$ cat config.mk
export PLATFORM = sky130hd
export DESIGN_NAME = damage_rect_accumulator_unit
export DESIGN_NICKNAME = d
export VERILOG_FILES = /design/src/dra_pkg.sv /design/src/dra_front.sv /design/src/dra_back.sv /design/src/damage_rect_accumulator_unit.sv
export SDC_FILE = /design/constraint.sdc
export NUM_CORES = 2
export LEC_CHECK = 0
export BUFFER_PORTS_ARGS = -buffer_cell sky130_fd_sc_hd__buf_2
export CAP_MARGIN = 10
export CORE_MARGIN = 4
export CORE_UTILIZATION = 41
export CTS_BUF_LIST = sky130_fd_sc_hd__clkbuf_4 sky130_fd_sc_hd__clkbuf_8
export DETAILED_ROUTE_END_ITERATION = 12
export HOLD_SLACK_MARGIN = 0.08
export PLACE_DENSITY_LB_ADDON = 0.3
export SLEW_MARGIN = 5
export SYNTH_ARGS = -nofsm -noshare
export SYNTH_HDL_FRONTEND = slang
export SYNTH_SLANG_ARGS = --single-unit
$ cat constraint.sdc
create_clock -name clock -period 21 [get_ports clock]
set_input_delay 6.3 -clock clock [delete_from_list [all_inputs] [get_ports clock]]
set_output_delay 6.3 -clock clock [all_outputs]
set_load 0.005 [all_outputs]
$ cat src/dra_pkg.sv
// Package: shared types and constants for the damage rectangle accumulator
`default_nettype none
package dra_pkg;
   localparam int MaxRects  = 8;
   localparam int SlotW     = $clog2(MaxRects);
   localparam int CntW      = $clog2(MaxRects + 1);
   localparam int QDepth    = 2;
   localparam logic [12:0] SurfLimit = 13'd4096;

   localparam logic [1:0] REG_WIDTH  = 2'd0;
   localparam logic [1:0] REG_HEIGHT = 2'd1;
   localparam logic [1:0] REG_ENABLE = 2'd2;

   typedef enum logic [1:0] {
      ACT_ADD    = 2'd0,
      ACT_FULL   = 2'd1,
      ACT_FINISH = 2'd2,
      ACT_NONE   = 2'd3
   } action_type;

   typedef struct packed {
      logic [12:0] l;
      logic [12:0] t;
      logic [12:0] r;
      logic [12:0] b;
   } box_type;

   typedef enum logic [1:0] {
      CMD_ADD    = 2'd0,
      CMD_FULL   = 2'd1,
      CMD_FINISH = 2'd2
   } cmd_kind_type;

   typedef struct packed {
      cmd_kind_type kind;
      logic         trk;
      box_type      box;
      logic         empty;
      logic [12:0]  w;
      logic [12:0]  h;
   } cmd_type;

   typedef enum logic [3:0] {
      ST_IDLE, ST_SCAN, ST_INSERT, ST_GROW_RD, ST_GROW_MUL, ST_GROW_CMP,
      ST_MERGE, ST_SUM_RD, ST_SUM_MUL, ST_SUM_ACC, ST_DECIDE, ST_EMIT_RD,
      ST_EMIT_WAIT, ST_EMIT
   } state_type;
endpackage
`default_nettype wire

$ cat src/dra_front.sv
// Front end: accepts items, clamps bounds, queues commands
`default_nettype none
module dra_front
   import dra_pkg::*;
(
   input  wire logic        clock,
   input  wire logic        reset,
   input  wire logic        req_valid,
   output logic             req_ready,
   input  wire logic [1:0]  req_action,
   input  wire logic signed [15:0] req_rect_left,
   input  wire logic signed [15:0] req_rect_top,
   input  wire logic signed [15:0] req_rect_right,
   input  wire logic signed [15:0] req_rect_bottom,
   input  wire logic [12:0] sw,
   input  wire logic [12:0] sh,
   input  wire logic        en,
   output logic             cmd_valid,
   input  wire logic        cmd_ready,
   output cmd_type          cmd
);
   cmd_type q_ff [QDepth];
   logic [0:0] wp_ff, rp_ff, wp_in, rp_in;
   logic [1:0] n_ff, n_in;
   logic signed [16:0] w, h, l, t, r, b;
   cmd_type c;
   logic push, pop;

   assign req_ready = (n_ff != 2'(QDepth));
   assign push = req_valid && req_ready && (req_action != ACT_NONE);
   assign pop  = cmd_valid && cmd_ready;
   assign cmd_valid = (n_ff != 2'd0);
   assign cmd = q_ff[rp_ff];

   always_comb begin
      w = (sw > SurfLimit) ? 17'sd4096 : signed'({4'd0, sw});
      h = (sh > SurfLimit) ? 17'sd4096 : signed'({4'd0, sh});
      l = 17'(req_rect_left);
      t = 17'(req_rect_top);
      r = 17'(req_rect_right);
      b = 17'(req_rect_bottom);
      if (l < 0) l = '0;
      if (t < 0) t = '0;
      if (r > w) r = w;
      if (b > h) b = h;
      c.kind  = cmd_kind_type'(req_action);
      c.trk   = en;
      c.empty = (r <= l) || (b <= t);
      c.box.l = l[12:0];
      c.box.t = t[12:0];
      c.box.r = r[12:0];
      c.box.b = b[12:0];
      c.w = w[12:0];
      c.h = h[12:0];
      wp_in = push ? wp_ff + 1'b1 : wp_ff;
      rp_in = pop ? rp_ff + 1'b1 : rp_ff;
      n_in  = n_ff + 2'(push) - 2'(pop);
   end

   always_ff @(posedge clock) begin
      if (reset) begin
         wp_ff <= '0;
         rp_ff <= '0;
         n_ff  <= '0;
      end else begin
         wp_ff <= wp_in;
         rp_ff <= rp_in;
         n_ff  <= n_in;
      end
      if (push) q_ff[wp_ff] <= c;
   end

   a_cnt: assert property (@(posedge clock) disable iff (reset) n_ff <= 2'(QDepth))
      else $error("queue overflow");
   a_full: assert property (@(posedge clock) disable iff (reset)
      (n_ff == 2'(QDepth)) |-> !req_ready) else $error("ready while full");
   a_emp: assert property (@(posedge clock) disable iff (reset)
      (n_ff == 2'd0) |-> !cmd_valid) else $error("valid while empty");
endmodule
`default_nettype wire

$ cat src/dra_back.sv
// Back end: rectangle store, merge logic, frame result sequencer
`default_nettype none
module dra_back
   import dra_pkg::*;
(
   input  wire logic        clock,
   input  wire logic        reset,
   input  wire logic        cmd_valid,
   output logic             cmd_ready,
   input  wire cmd_type     cmd,
   output logic             rsp_valid,
   input  wire logic        rsp_ready,
   output logic [11:0]      rsp_out_x,
   output logic [11:0]      rsp_out_y,
   output logic [12:0]      rsp_out_w,
   output logic [12:0]      rsp_out_h,
   output logic             rsp_full_repaint,
   output logic             rsp_unchanged,
   output logic             rsp_last_rect
);
   box_type mem [MaxRects];
   box_type rd_ff;
   state_type st_ff, st_in;
   cmd_type c_ff, c_in;
   logic [CntW-1:0] cnt_ff, cnt_in;
   logic [SlotW-1:0] idx_ff, idx_in, best_ff, best_in, ra;
   logic chg_ff, chg_in, full_ff, full_in;
   logic [25:0] ga_ff, gb_ff, prod_ff;
   logic [26:0] bg_ff, bg_in;
   logic [28:0] sum_ff, sum_in;
   logic [36:0] lim_prod, sum_x10;
   logic [12:0] w_ff, h_ff;
   box_type u, ou;
   logic [12:0] ul, ut, ur, ub, il, it, ir, ib;
   logic ov, we, last_idx;
   box_type wd;
   logic [SlotW-1:0] wa;
   logic [11:0] ox_in, oy_in;
   logic [12:0] ow_in, oh_in;
   logic of_in, ou_in, ol_in, ld;
   logic [11:0] ox_ff, oy_ff;
   logic [12:0] ow_ff, oh_ff;
   logic of_ff, oun_ff, ol_ff, ov_ff, ov_in;
   logic [26:0] g;

   assign rsp_valid = ov_ff;
   assign rsp_out_x = ox_ff;
   assign rsp_out_y = oy_ff;
   assign rsp_out_w = ow_ff;
   assign rsp_out_h = oh_ff;
   assign rsp_full_repaint = of_ff;
   assign rsp_unchanged = oun_ff;
   assign rsp_last_rect = ol_ff;

   always_comb begin
      ul = (rd_ff.l < c_ff.box.l) ? rd_ff.l : c_ff.box.l;
      ut = (rd_ff.t < c_ff.box.t) ? rd_ff.t : c_ff.box.t;
      ur = (rd_ff.r > c_ff.box.r) ? rd_ff.r : c_ff.box.r;
      ub = (rd_ff.b > c_ff.box.b) ? rd_ff.b : c_ff.box.b;
      u = '{ul, ut, ur, ub};
      il = (rd_ff.l > c_ff.box.l) ? rd_ff.l : c_ff.box.l;
      it = (rd_ff.t > c_ff.box.t) ? rd_ff.t : c_ff.box.t;
      ir = (rd_ff.r < c_ff.box.r) ? rd_ff.r : c_ff.box.r;
      ib = (rd_ff.b < c_ff.box.b) ? rd_ff.b : c_ff.box.b;
      ov = (il < ir) && (it < ib);
      ou = u;
      // sum > floor(6*w*h/10) is the same as 10*sum > 6*w*h
      lim_prod = 37'(26'(w_ff) * 26'(h_ff)) * 37'd6;
      sum_x10 = 37'(sum_ff) * 37'd10;
      g = 27'(prod_ff) - 27'(ga_ff);
      last_idx = (32'(idx_ff) + 32'd1 == 32'(cnt_ff));
   end

   always_comb begin
      st_in = st_ff; c_in = c_ff; cnt_in = cnt_ff; idx_in = idx_ff; best_in = best_ff;
      chg_in = chg_ff; full_in = full_ff; bg_in = bg_ff; sum_in = sum_ff;
      we = 1'b0; wa = idx_ff; wd = ou; ra = idx_ff;
      cmd_ready = 1'b0; ld = 1'b0;
      ox_in = '0; oy_in = '0; ow_in = '0; oh_in = '0; of_in = 1'b0; ou_in = 1'b0; ol_in = 1'b0;
      ov_in = ov_ff && !rsp_ready;
      unique case (st_ff)
         ST_IDLE: begin
            cmd_ready = 1'b1;
            idx_in = '0; ra = '0;
            if (cmd_valid) begin
               c_in = cmd;
               unique case (cmd.kind)
                  CMD_FULL: begin chg_in = 1'b1; full_in = 1'b1; end
                  CMD_ADD: begin
                     chg_in = 1'b1;
                     if (!cmd.trk) full_in = 1'b1;
                     else if (!full_ff && !cmd.empty)
                        st_in = (cnt_ff == '0) ? ST_INSERT : ST_SCAN;
                  end
                  CMD_FINISH: begin
                     sum_in = '0;
                     if (!chg_ff && !full_ff) st_in = ST_DECIDE;
                     else if (full_ff || cnt_ff == '0) begin
                        full_in = 1'b1; st_in = ST_DECIDE;
                     end
                     else st_in = ST_SUM_RD;
                  end
                  default: ;
               endcase
            end
         end
         ST_SCAN: begin
            if (ov) begin
               we = 1'b1; st_in = ST_IDLE;
            end else if (last_idx) begin
               if (32'(cnt_ff) < MaxRects) st_in = ST_INSERT;
               else begin idx_in = '0; ra = '0; bg_in = 27'h7ffffff; st_in = ST_GROW_RD; end
            end else begin
               idx_in = idx_ff + SlotW'(1); ra = idx_ff + SlotW'(1);
            end
         end
         ST_INSERT: begin
            we = 1'b1; wa = SlotW'(cnt_ff); wd = c_ff.box;
            cnt_in = cnt_ff + CntW'(1); st_in = ST_IDLE;
         end
         ST_GROW_RD: st_in = ST_GROW_MUL;
         ST_GROW_MUL: st_in = ST_GROW_CMP;
         ST_GROW_CMP: begin
            if (g < bg_ff) begin bg_in = g; best_in = idx_ff; end
            if (32'(idx_ff) == MaxRects - 1) begin ra = (g < bg_ff) ? idx_ff : best_ff;
               st_in = ST_MERGE; end
            else begin
               idx_in = idx_ff + SlotW'(1); ra = idx_ff + SlotW'(1); st_in = ST_GROW_RD;
            end
         end
         ST_MERGE: begin
            we = 1'b1; wa = best_ff; st_in = ST_IDLE;
         end
         ST_SUM_RD: st_in = ST_SUM_MUL;
         ST_SUM_MUL: st_in = ST_SUM_ACC;
         ST_SUM_ACC: begin
            sum_in = sum_ff + 29'(prod_ff);
            if (last_idx) st_in = ST_DECIDE;
            else begin
               idx_in = idx_ff + SlotW'(1); ra = idx_ff + SlotW'(1); st_in = ST_SUM_RD;
            end
         end
         ST_DECIDE: begin
            if (!ov_ff || rsp_ready) begin
               if (!chg_ff && !full_ff) begin
                  ld = 1'b1; ou_in = 1'b1; ol_in = 1'b1; st_in = ST_IDLE;
               end else if (full_ff || sum_x10 > lim_prod) begin
                  ld = 1'b1; of_in = 1'b1; ol_in = 1'b1;
                  ow_in = w_ff; oh_in = h_ff; st_in = ST_IDLE;
               end else begin
                  idx_in = '0; ra = '0; st_in = ST_EMIT_RD;
               end
               if (st_in == ST_IDLE) begin
                  cnt_in = '0; chg_in = 1'b0; full_in = 1'b0;
               end
            end
         end
         ST_EMIT_RD: st_in = ST_EMIT;
         ST_EMIT_WAIT: st_in = ST_EMIT;
         ST_EMIT: begin
            if (!ov_ff || rsp_ready) begin
               ld = 1'b1;
               ox_in = rd_ff.l[11:0]; oy_in = rd_ff.t[11:0];
               ow_in = rd_ff.r - rd_ff.l; oh_in = rd_ff.b - rd_ff.t;
               ol_in = last_idx;
               if (last_idx) begin
                  st_in = ST_IDLE; cnt_in = '0; chg_in = 1'b0; full_in = 1'b0;
               end else begin
                  idx_in = idx_ff + SlotW'(1); ra = idx_ff + SlotW'(1); st_in = ST_EMIT_WAIT;
               end
            end
         end
         default: st_in = ST_IDLE;
      endcase
      if (ld) ov_in = 1'b1;
   end

   always_ff @(posedge clock) begin
      if (reset) begin
         st_ff <= ST_IDLE; cnt_ff <= '0; chg_ff <= 1'b0; full_ff <= 1'b0; ov_ff <= 1'b0;
      end else begin
         st_ff <= st_in; cnt_ff <= cnt_in; chg_ff <= chg_in; full_ff <= full_in; ov_ff <= ov_in;
      end
      c_ff <= c_in; idx_ff <= idx_in; best_ff <= best_in; bg_ff <= bg_in; sum_ff <= sum_in;
      if (st_ff == ST_IDLE && cmd_valid) begin w_ff <= cmd.w; h_ff <= cmd.h; end
      if (we) mem[wa] <= wd;
      rd_ff <= mem[ra];
      ga_ff <= 26'(rd_ff.r - rd_ff.l) * 26'(rd_ff.b - rd_ff.t);
      gb_ff <= 26'(u.r - u.l) * 26'(u.b - u.t);
      prod_ff <= (st_ff == ST_SUM_MUL) ? ga_ff : gb_ff;
      if (ld) begin
         ox_ff <= ox_in; oy_ff <= oy_in; ow_ff <= ow_in; oh_ff <= oh_in;
         of_ff <= of_in; oun_ff <= ou_in; ol_ff <= ol_in;
      end
   end

   a_cnt: assert property (@(posedge clock) disable iff (reset) 32'(cnt_ff) <= MaxRects)
      else $error("count overflow");
   a_hold: assert property (@(posedge clock) disable iff (reset)
      (ov_ff && !rsp_ready) |=> ov_ff) else $error("result dropped");
   a_clr: assert property (@(posedge clock) disable iff (reset)
      (ld && ol_in) |=> (cnt_ff == '0 && !chg_ff)) else $error("frame not cleared");
endmodule
`default_nettype wire

$ cat src/damage_rect_accumulator_unit.sv
// Top level: damage rectangle accumulator
// Throughput: sequential; the back end serves one command at a time (slot walks over memory).
// Input side takes items through a two-entry queue; results leave one at a time through a held output register.
// Reset is synchronous; it clears counts, flags and config to 1920, 1080, enabled.
`default_nettype none
module damage_rect_accumulator_unit
   import dra_pkg::*;
(
   input  wire logic        clock,
   input  wire logic        reset,
   input  wire logic        req_valid,
   output logic             req_ready,
   input  wire logic [1:0]  req_action,
   input  wire logic signed [15:0] req_rect_left,
   input  wire logic signed [15:0] req_rect_top,
   input  wire logic signed [15:0] req_rect_right,
   input  wire logic signed [15:0] req_rect_bottom,
   output logic             rsp_valid,
   input  wire logic        rsp_ready,
   output logic [11:0]      rsp_out_x,
   output logic [11:0]      rsp_out_y,
   output logic [12:0]      rsp_out_w,
   output logic [12:0]      rsp_out_h,
   output logic             rsp_full_repaint,
   output logic             rsp_unchanged,
   output logic             rsp_last_rect,
   input  wire logic        csr_we,
   input  wire logic [1:0]  csr_index,
   input  wire logic [12:0] csr_wdata
);
   logic [12:0] sw_ff, sh_ff;
   logic en_ff;
   logic cmd_valid, cmd_ready;
   cmd_type cmd;

   always_ff @(posedge clock) begin
      if (reset) begin
         sw_ff <= 13'd1920; sh_ff <= 13'd1080; en_ff <= 1'b1;
      end else if (csr_we) begin
         if (csr_index == REG_WIDTH) sw_ff <= csr_wdata;
         if (csr_index == REG_HEIGHT) sh_ff <= csr_wdata;
         if (csr_index == REG_ENABLE) en_ff <= csr_wdata[0];
      end
   end

   dra_front u_front (
      .clock, .reset, .req_valid, .req_ready, .req_action, .req_rect_left, .req_rect_top,
      .req_rect_right, .req_rect_bottom, .sw(sw_ff), .sh(sh_ff), .en(en_ff),
      .cmd_valid, .cmd_ready, .cmd
   );

   dra_back u_back (
      .clock, .reset, .cmd_valid, .cmd_ready, .cmd, .rsp_valid, .rsp_ready,
      .rsp_out_x, .rsp_out_y, .rsp_out_w, .rsp_out_h, .rsp_full_repaint,
      .rsp_unchanged, .rsp_last_rect
   );
endmodule
`default_nettype wire

* Word level (Yosys, flattened, before mapping)
Memories as Yosys holds them, arrays and structs flattened. A register that Yosys moved wholly into a read port is not among the register bits.
Index checks and enable logic that the tools add are counted.
** Word-level totals
- Register bits after elaboration :: 313
- Latch bits :: 0
- Memory bits (writable) :: 580
- Bits in read-only memories :: 0
- Bits of input ports :: 86
- Memories kept :: 2
** Memories
- u_back.mem :: words 8, bits a word 52, read ports 1, clocked after memory_dff 1, write ports 1, RTL line dra_back.sv:21 : box_type mem [MaxRects];
- u_front.q_ff :: words 2, bits a word 82, read ports 1, clocked after memory_dff 1, write ports 1, RTL line dra_front.sv:22 : cmd_type q_ff [QDepth];
** Cells by class
- Add/sub/neg operators :: 15
- $mul :: 5
- Div/mod/pow operators :: 0
- Magnitude comparators :: 21
- Equality and inequality tests :: 41
- Shift operators :: 0
- Mux-type cells :: 104
- Bitwise operators :: 2
- Reductions and logical operators :: 45
** Operators by type and width (number)
- $mux 13 :: 18
- $mux 27 :: 4
- $lt 13x13->1 :: 6
- $mux 4 :: 19
- $mux 17 :: 4
- $mux 29 :: 2
- $pmux 29 s2 :: 1
- $sub 13x13->14 :: 4
- $pmux 27 s2 :: 1
- $gt 13x13->1 :: 4
- $mul 26x26->26 :: 2
- $mux 52 :: 1
- $pmux 13 s2 :: 2
- $pmux 4 s11 :: 1
- $mux 3 :: 12
- $pmux 3 s6 :: 2
- $le 17x17->1 :: 2
- $gt 33x29->1 :: 1
- $eq 32x4->1 :: 1
- $gt 16x14->1 :: 2
- $lt 16x1->1 const B :: 2
- $mul 29x3->32 const B :: 1
- $add 29x26->29 :: 1
- $mul 26x2->28 const B :: 1
- other kinds (49) :: 139

* Longest topological paths before layout
- Depth in word-level cells :: 12
- Mapped depth :: 46
- Mapped depth without buffers :: 44

* By module
A second synthesis with hierarchy kept.
** Unflattened totals
- Cells, all modules :: 6056
- Area total of the unflattened synthesis :: 67564.8 um^2
** By module, submodules not included
- dra_back :: instances 1, cells an instance 5370, area each 58118.2 um^2, seq. area each 21110.2 um^2
- dra_front :: instances 1, cells an instance 572, area each 8306.7 um^2, seq. area each 5024.8 um^2
- damage_rect_accumulator_unit :: instances 1, cells an instance 114, area each 1139.8 um^2, seq. area each 540.5 um^2

* Worst setup path after synthesis
Ideal clock, no wire load.
- Path kind :: input to register
- Start point :: in req_action[0]
- End point :: mem u_front.q_ff[0][0] (netlist name), enable pin
- Setup time :: 0.533 ns
- Arrival time :: 10.202 ns
- Required time :: 20.467 ns
- Slack :: 10.265 ns
- Stages on the path :: 3
- Cell sequence :: nand2_1 and3_1 nor2b_1
** On the way
- Longest elaborated chain between the ends :: 4
** RTL lines
- start: declaration :: RTL line damage_rect_accumulator_unit.sv:13 : input wire logic [1:0] req_action,
- $ne 2x2->1 :: RTL line dra_front.sv:30 : assign push = req_valid && req_ready && (req_action != ACT_NONE);
- $logic_and 1x1->1 :: RTL line dra_front.sv:30
- named net u_front.push :: RTL line dra_front.sv:27 : logic push, pop;
- $mux 1 :: RTL line dra_front.sv:70 : if (push) q_ff[wp_ff] <= c;
- $mux 1 (not written as such) :: RTL line dra_front.sv:70
- end: declaration :: RTL line dra_front.sv:22
The timed path passes the listed nets, and every way through them passes these cells.

* Worst setup path in the final report
- Start point :: reg u_back.w_ff[5]
- End point :: reg, netlist name u_back.rd_ff[9]
** On the way
- Longest elaborated chain between the ends :: 8
** RTL lines
- start: declaration :: RTL line dra_back.sv:32 : logic [12:0] w_ff, h_ff;
- start signal: assignment :: RTL line dra_back.sv:185 : if (st_ff == ST_IDLE && cmd_valid) begin w_ff <= cmd.w; h_ff <= cmd.h; end
- $mul 13x13->26 :: RTL line dra_back.sv:68 : lim_prod = 37'(26'(w_ff) * 26'(h_ff)) * 37'd6;
- $mul 26x2->28 :: RTL line dra_back.sv:68
- $gt 33x29->1 :: RTL line dra_back.sv:147 : end else if (full_ff || sum_x10 > lim_prod) begin
- $logic_or 1x1->1 :: RTL line dra_back.sv:147
- $mux 3 :: RTL line dra_back.sv:147
- $mux 3 :: RTL line dra_back.sv:145 : if (!chg_ff && !full_ff) begin
- $mux 3 :: RTL line dra_back.sv:144 : if (!ov_ff || rsp_ready) begin
- $pmux 3 s6 :: RTL line dra_back.sv:81 : unique case (st_ff)
Every way passes these cells.
A chain may end at the register's enable or synchronous reset.

==> summary.txt <==
Result of the run: finished, final reports clean
Clock buffers created by TritonCTS: 161
Setup CP Type: flop to flop
Worst-skew pair later-pin latency: 0.93 ns
Met2 layer wire length in the routed design: 93500 µm
Initial core utilization: 41.3%
Placeable Area: 172000 µm²
Final cycle utilization of the critical path: 59.0%
Synthesized Nets: 7867
Critical Path Fanout Max: 145
Cts hold-fix bufs: 0
Post-Route Utilization: 45.5%
Count of standard-cell rows: 152
Most instantiated cells after synthesis: inv_1 (957), edfxtp_1 (773), ha_1 (633)
Min-Delay Path Class: flop to flop
Final routed DRC violation total: 0
DP HPWL: 152000 µm
Number of buffers between clock root and the deepest sink: 3
Die boundary width: 425 µm
Transition at the pin with the smallest max-transition slack: 1.31 ns
Top area cells in the synthesized netlist: edfxtp_1 (33%), fa_1 (16%), ha_1 (11%)
Final Wtd Congestion: 0.949
Post-CTS setup buffer count: 0
Initial antenna violation count: 3
Port-buffer cells: 140
Detailed-route wire length: 199000 µm
Clock sink count: 946
Critical Path Sink Type: flop
Relative slew slack: 12.5%
Smallest hold slack: 0.450 ns
Number of top-level design ports: 141
NumNets Final: 8050
Area added between synthesis and finish: 9.93%
Flip-flop and latch count after synthesis: 946
Most common cell in the synthesized netlist: inv_1
Chip height: 425 µm
Length of routed met3 wiring: 11000 µm
Share of flip-flops with an asynchronous set or reset: 0%
Antenna Violating Nets Remaining: 0
Via Count: 49.2k
Number of fillers in the final layout: 15.9k
Critical Path Source Type: flop
CP Data Required Time: 21.72 ns
Post-synth cell types: 92
Routed wirelength normalized by instance count: 21.6 µm
Area of the multi-input gates: 40100 µm²
Setup total negative slack: 0 ns
Clock tree from TritonCTS: done
Fraction of layout cells with a size suffix above 1: 12.3%
Total setup violations reported at the end of the flow: 0
Critical Path Most Common Cell: fa_1
Most instantiated flip-flop cell in the synthesis netlist: edfxtp_1
Final min period: 12.39 ns
Max Freq: 0.0807 GHz
Routed metal-1 wire length: 81100 µm
Post-synthesis sequential area ratio: 37.5%
Max-cap violations: 0
Count of flip-flops with a built-in enable after synthesis: 773
Post-Synthesis Cells: 6571
Number of global-route vias before repair: 50.6k
Die footprint: 180000 µm²
Total global-route track usage: 22.1%
Iteration count of the initial detailed-routing pass: 8
Highest metal layer with signal wires: met4
Number of hold-slack violations in the final timing report: 0
Largest net degree at the start of global routing: 146
Via density per instance: 5.34
Clock-pin slew of the registers on the worst-case setup and hold paths: 0.07 ns
Proportion of netlist area held by the largest area contributor: 32.6%
Synth warn: 0
Storage element area: 26700 µm²
Average cell area after synthesis: 10.8 µm²
Cell type of the slowest stage on the worst timing path: buf_4
Endpoint arrival time on the critical path: 13.11 ns
Clock Skews: 0.0684 ns
Max stage delay on crit path: 0.88 ns
Buffer cell driving the clock tree root: clkbuf_8
First-pass GRT wire length: 304000 µm
Setup repair after global routing missed its margin: false
Netlist Area Pre-Place: 71200 µm²
Count of routing violations after the opening detailed-route iteration: 3768
Total of cells resized after clock tree synthesis: 0
Area leader, netlist: edfxtp_1
Overflow after GRT: 0
Number of pins with negative max-slew slack in the final report: 0
Depth of the CTS H-tree: 4
cells by family (layout without fill, tap and decap cells):
logic type	Yosys count	after routing	synth area share, %
and+or+nand+nor	1651	1651	10.9
AOI/OAI and AO/OA	1039	1039	9.94
muxes	302	302	4.62
xor gates and xnor gates	260	260	3.24
DFF	946	946	37.5
other	0	5	0
adders and majority gates	1210	1210	27.4
buffers and inverters	1163	1479	6.49
sequential cells by signal, summed over array words and instances, names as in the netlist, 12 cells and up, named ones only:
register,count
u_back.mem,416
u_back.gb_ff,26
u_back.ga_ff,26
sw_ff,13
u_back.rsp_out_y,12
u_back.rsp_out_x,12
u_back.bg_ff,27
u_back.w_ff,13
u_front.q_ff,164
sh_ff,13
u_back.prod_ff,26
u_back.rd_ff,52
u_back.sum_ff,29
u_back.c_ff,52
u_back.rsp_out_w,13
u_back.h_ff,13
u_back.rsp_out_h,13
per-stage QoR:
stage	setup slack, ns	cells	instance area (µm²)
3_5_place_dp	8.98	8901	74700
4_1_cts	8.92	9197	78200
3_3_place_gp	9.18	8901	74700
5_1_grt	8.07	9200	78200
6_report	8.61	9202	78200
2_1_floorplan	10.26	6571	71200
worst max-delay path: cells and delay by family (launching register included):
kind,cells,cell delay [ns]
AO/OA/AOI/OAI,17,3.42
XOR/XNOR,2,0.35
adder cells (fa/ha/maj),8,3.51
buffers and inverters,6,1.50
flip-flops,1,0.63
multiplexers,1,0.41
AND/OR/NAND/NOR,8,1.77
final cells by class:
class	count	area share, %
Clock buffer	234	3.67
Sequential cell	946	34.1
Clock inverter	62	0.896
Antenna cell	5	0.0160
Timing Repair Buffer	226	1.74
Inverter	957	4.59
Multi-Input combinational cell	4462	51.3
Tap cell	2310	3.69
cells in the final DEF, fill, tap and decap left out, types with 52 or more instances in the layout:
master,n
nor2_1,402
o21ai_0,207
nand2b_1,113
o32ai_1,100
dfxtp_1,172
edfxtp_1,773
nor3_1,68
fa_1,577
xnor2_1,157
inv_1,956
ha_1,633
mux2i_1,89
clkbuf_8,178
buf_4,85
nor2b_1,122
a21o_1,71
a21oi_1,295
a211oi_2,52
nand2_1,590
mux2_2,212
buf_2,140
and2_1,153
clkbuf_4,56
xor2_1,85
per-layer routing:
| layer | vias to the layer above | GRT usage [%] |
|---|---|---|
| met5 | - | 0 |
| met3 | 384 | 3.71 |
| met2 | 1464 | 36.1 |
| li1 | 22790 | - |
| met1 | 24538 | 27.5 |
| met4 | 0 | 13.0 |
worst paths after layout:
kind / to / start / slack [ns] / cells past startpoint
worst max-delay path: u_back.rd_ff[9] / u_back.w_ff[5] / 8.61 / 42
worst min-delay path: sw_ff[0] / sw_ff[0] / 0.45 / 2
worst max register to register: u_back.rd_ff[9] / u_back.w_ff[5] / 8.61 / 42
worst min register to register: sw_ff[0] / sw_ff[0] / 0.45 / 2
Power is not shown: default switching activity piles up to over one toggle a cycle in this logic, so the estimate is an artifact.
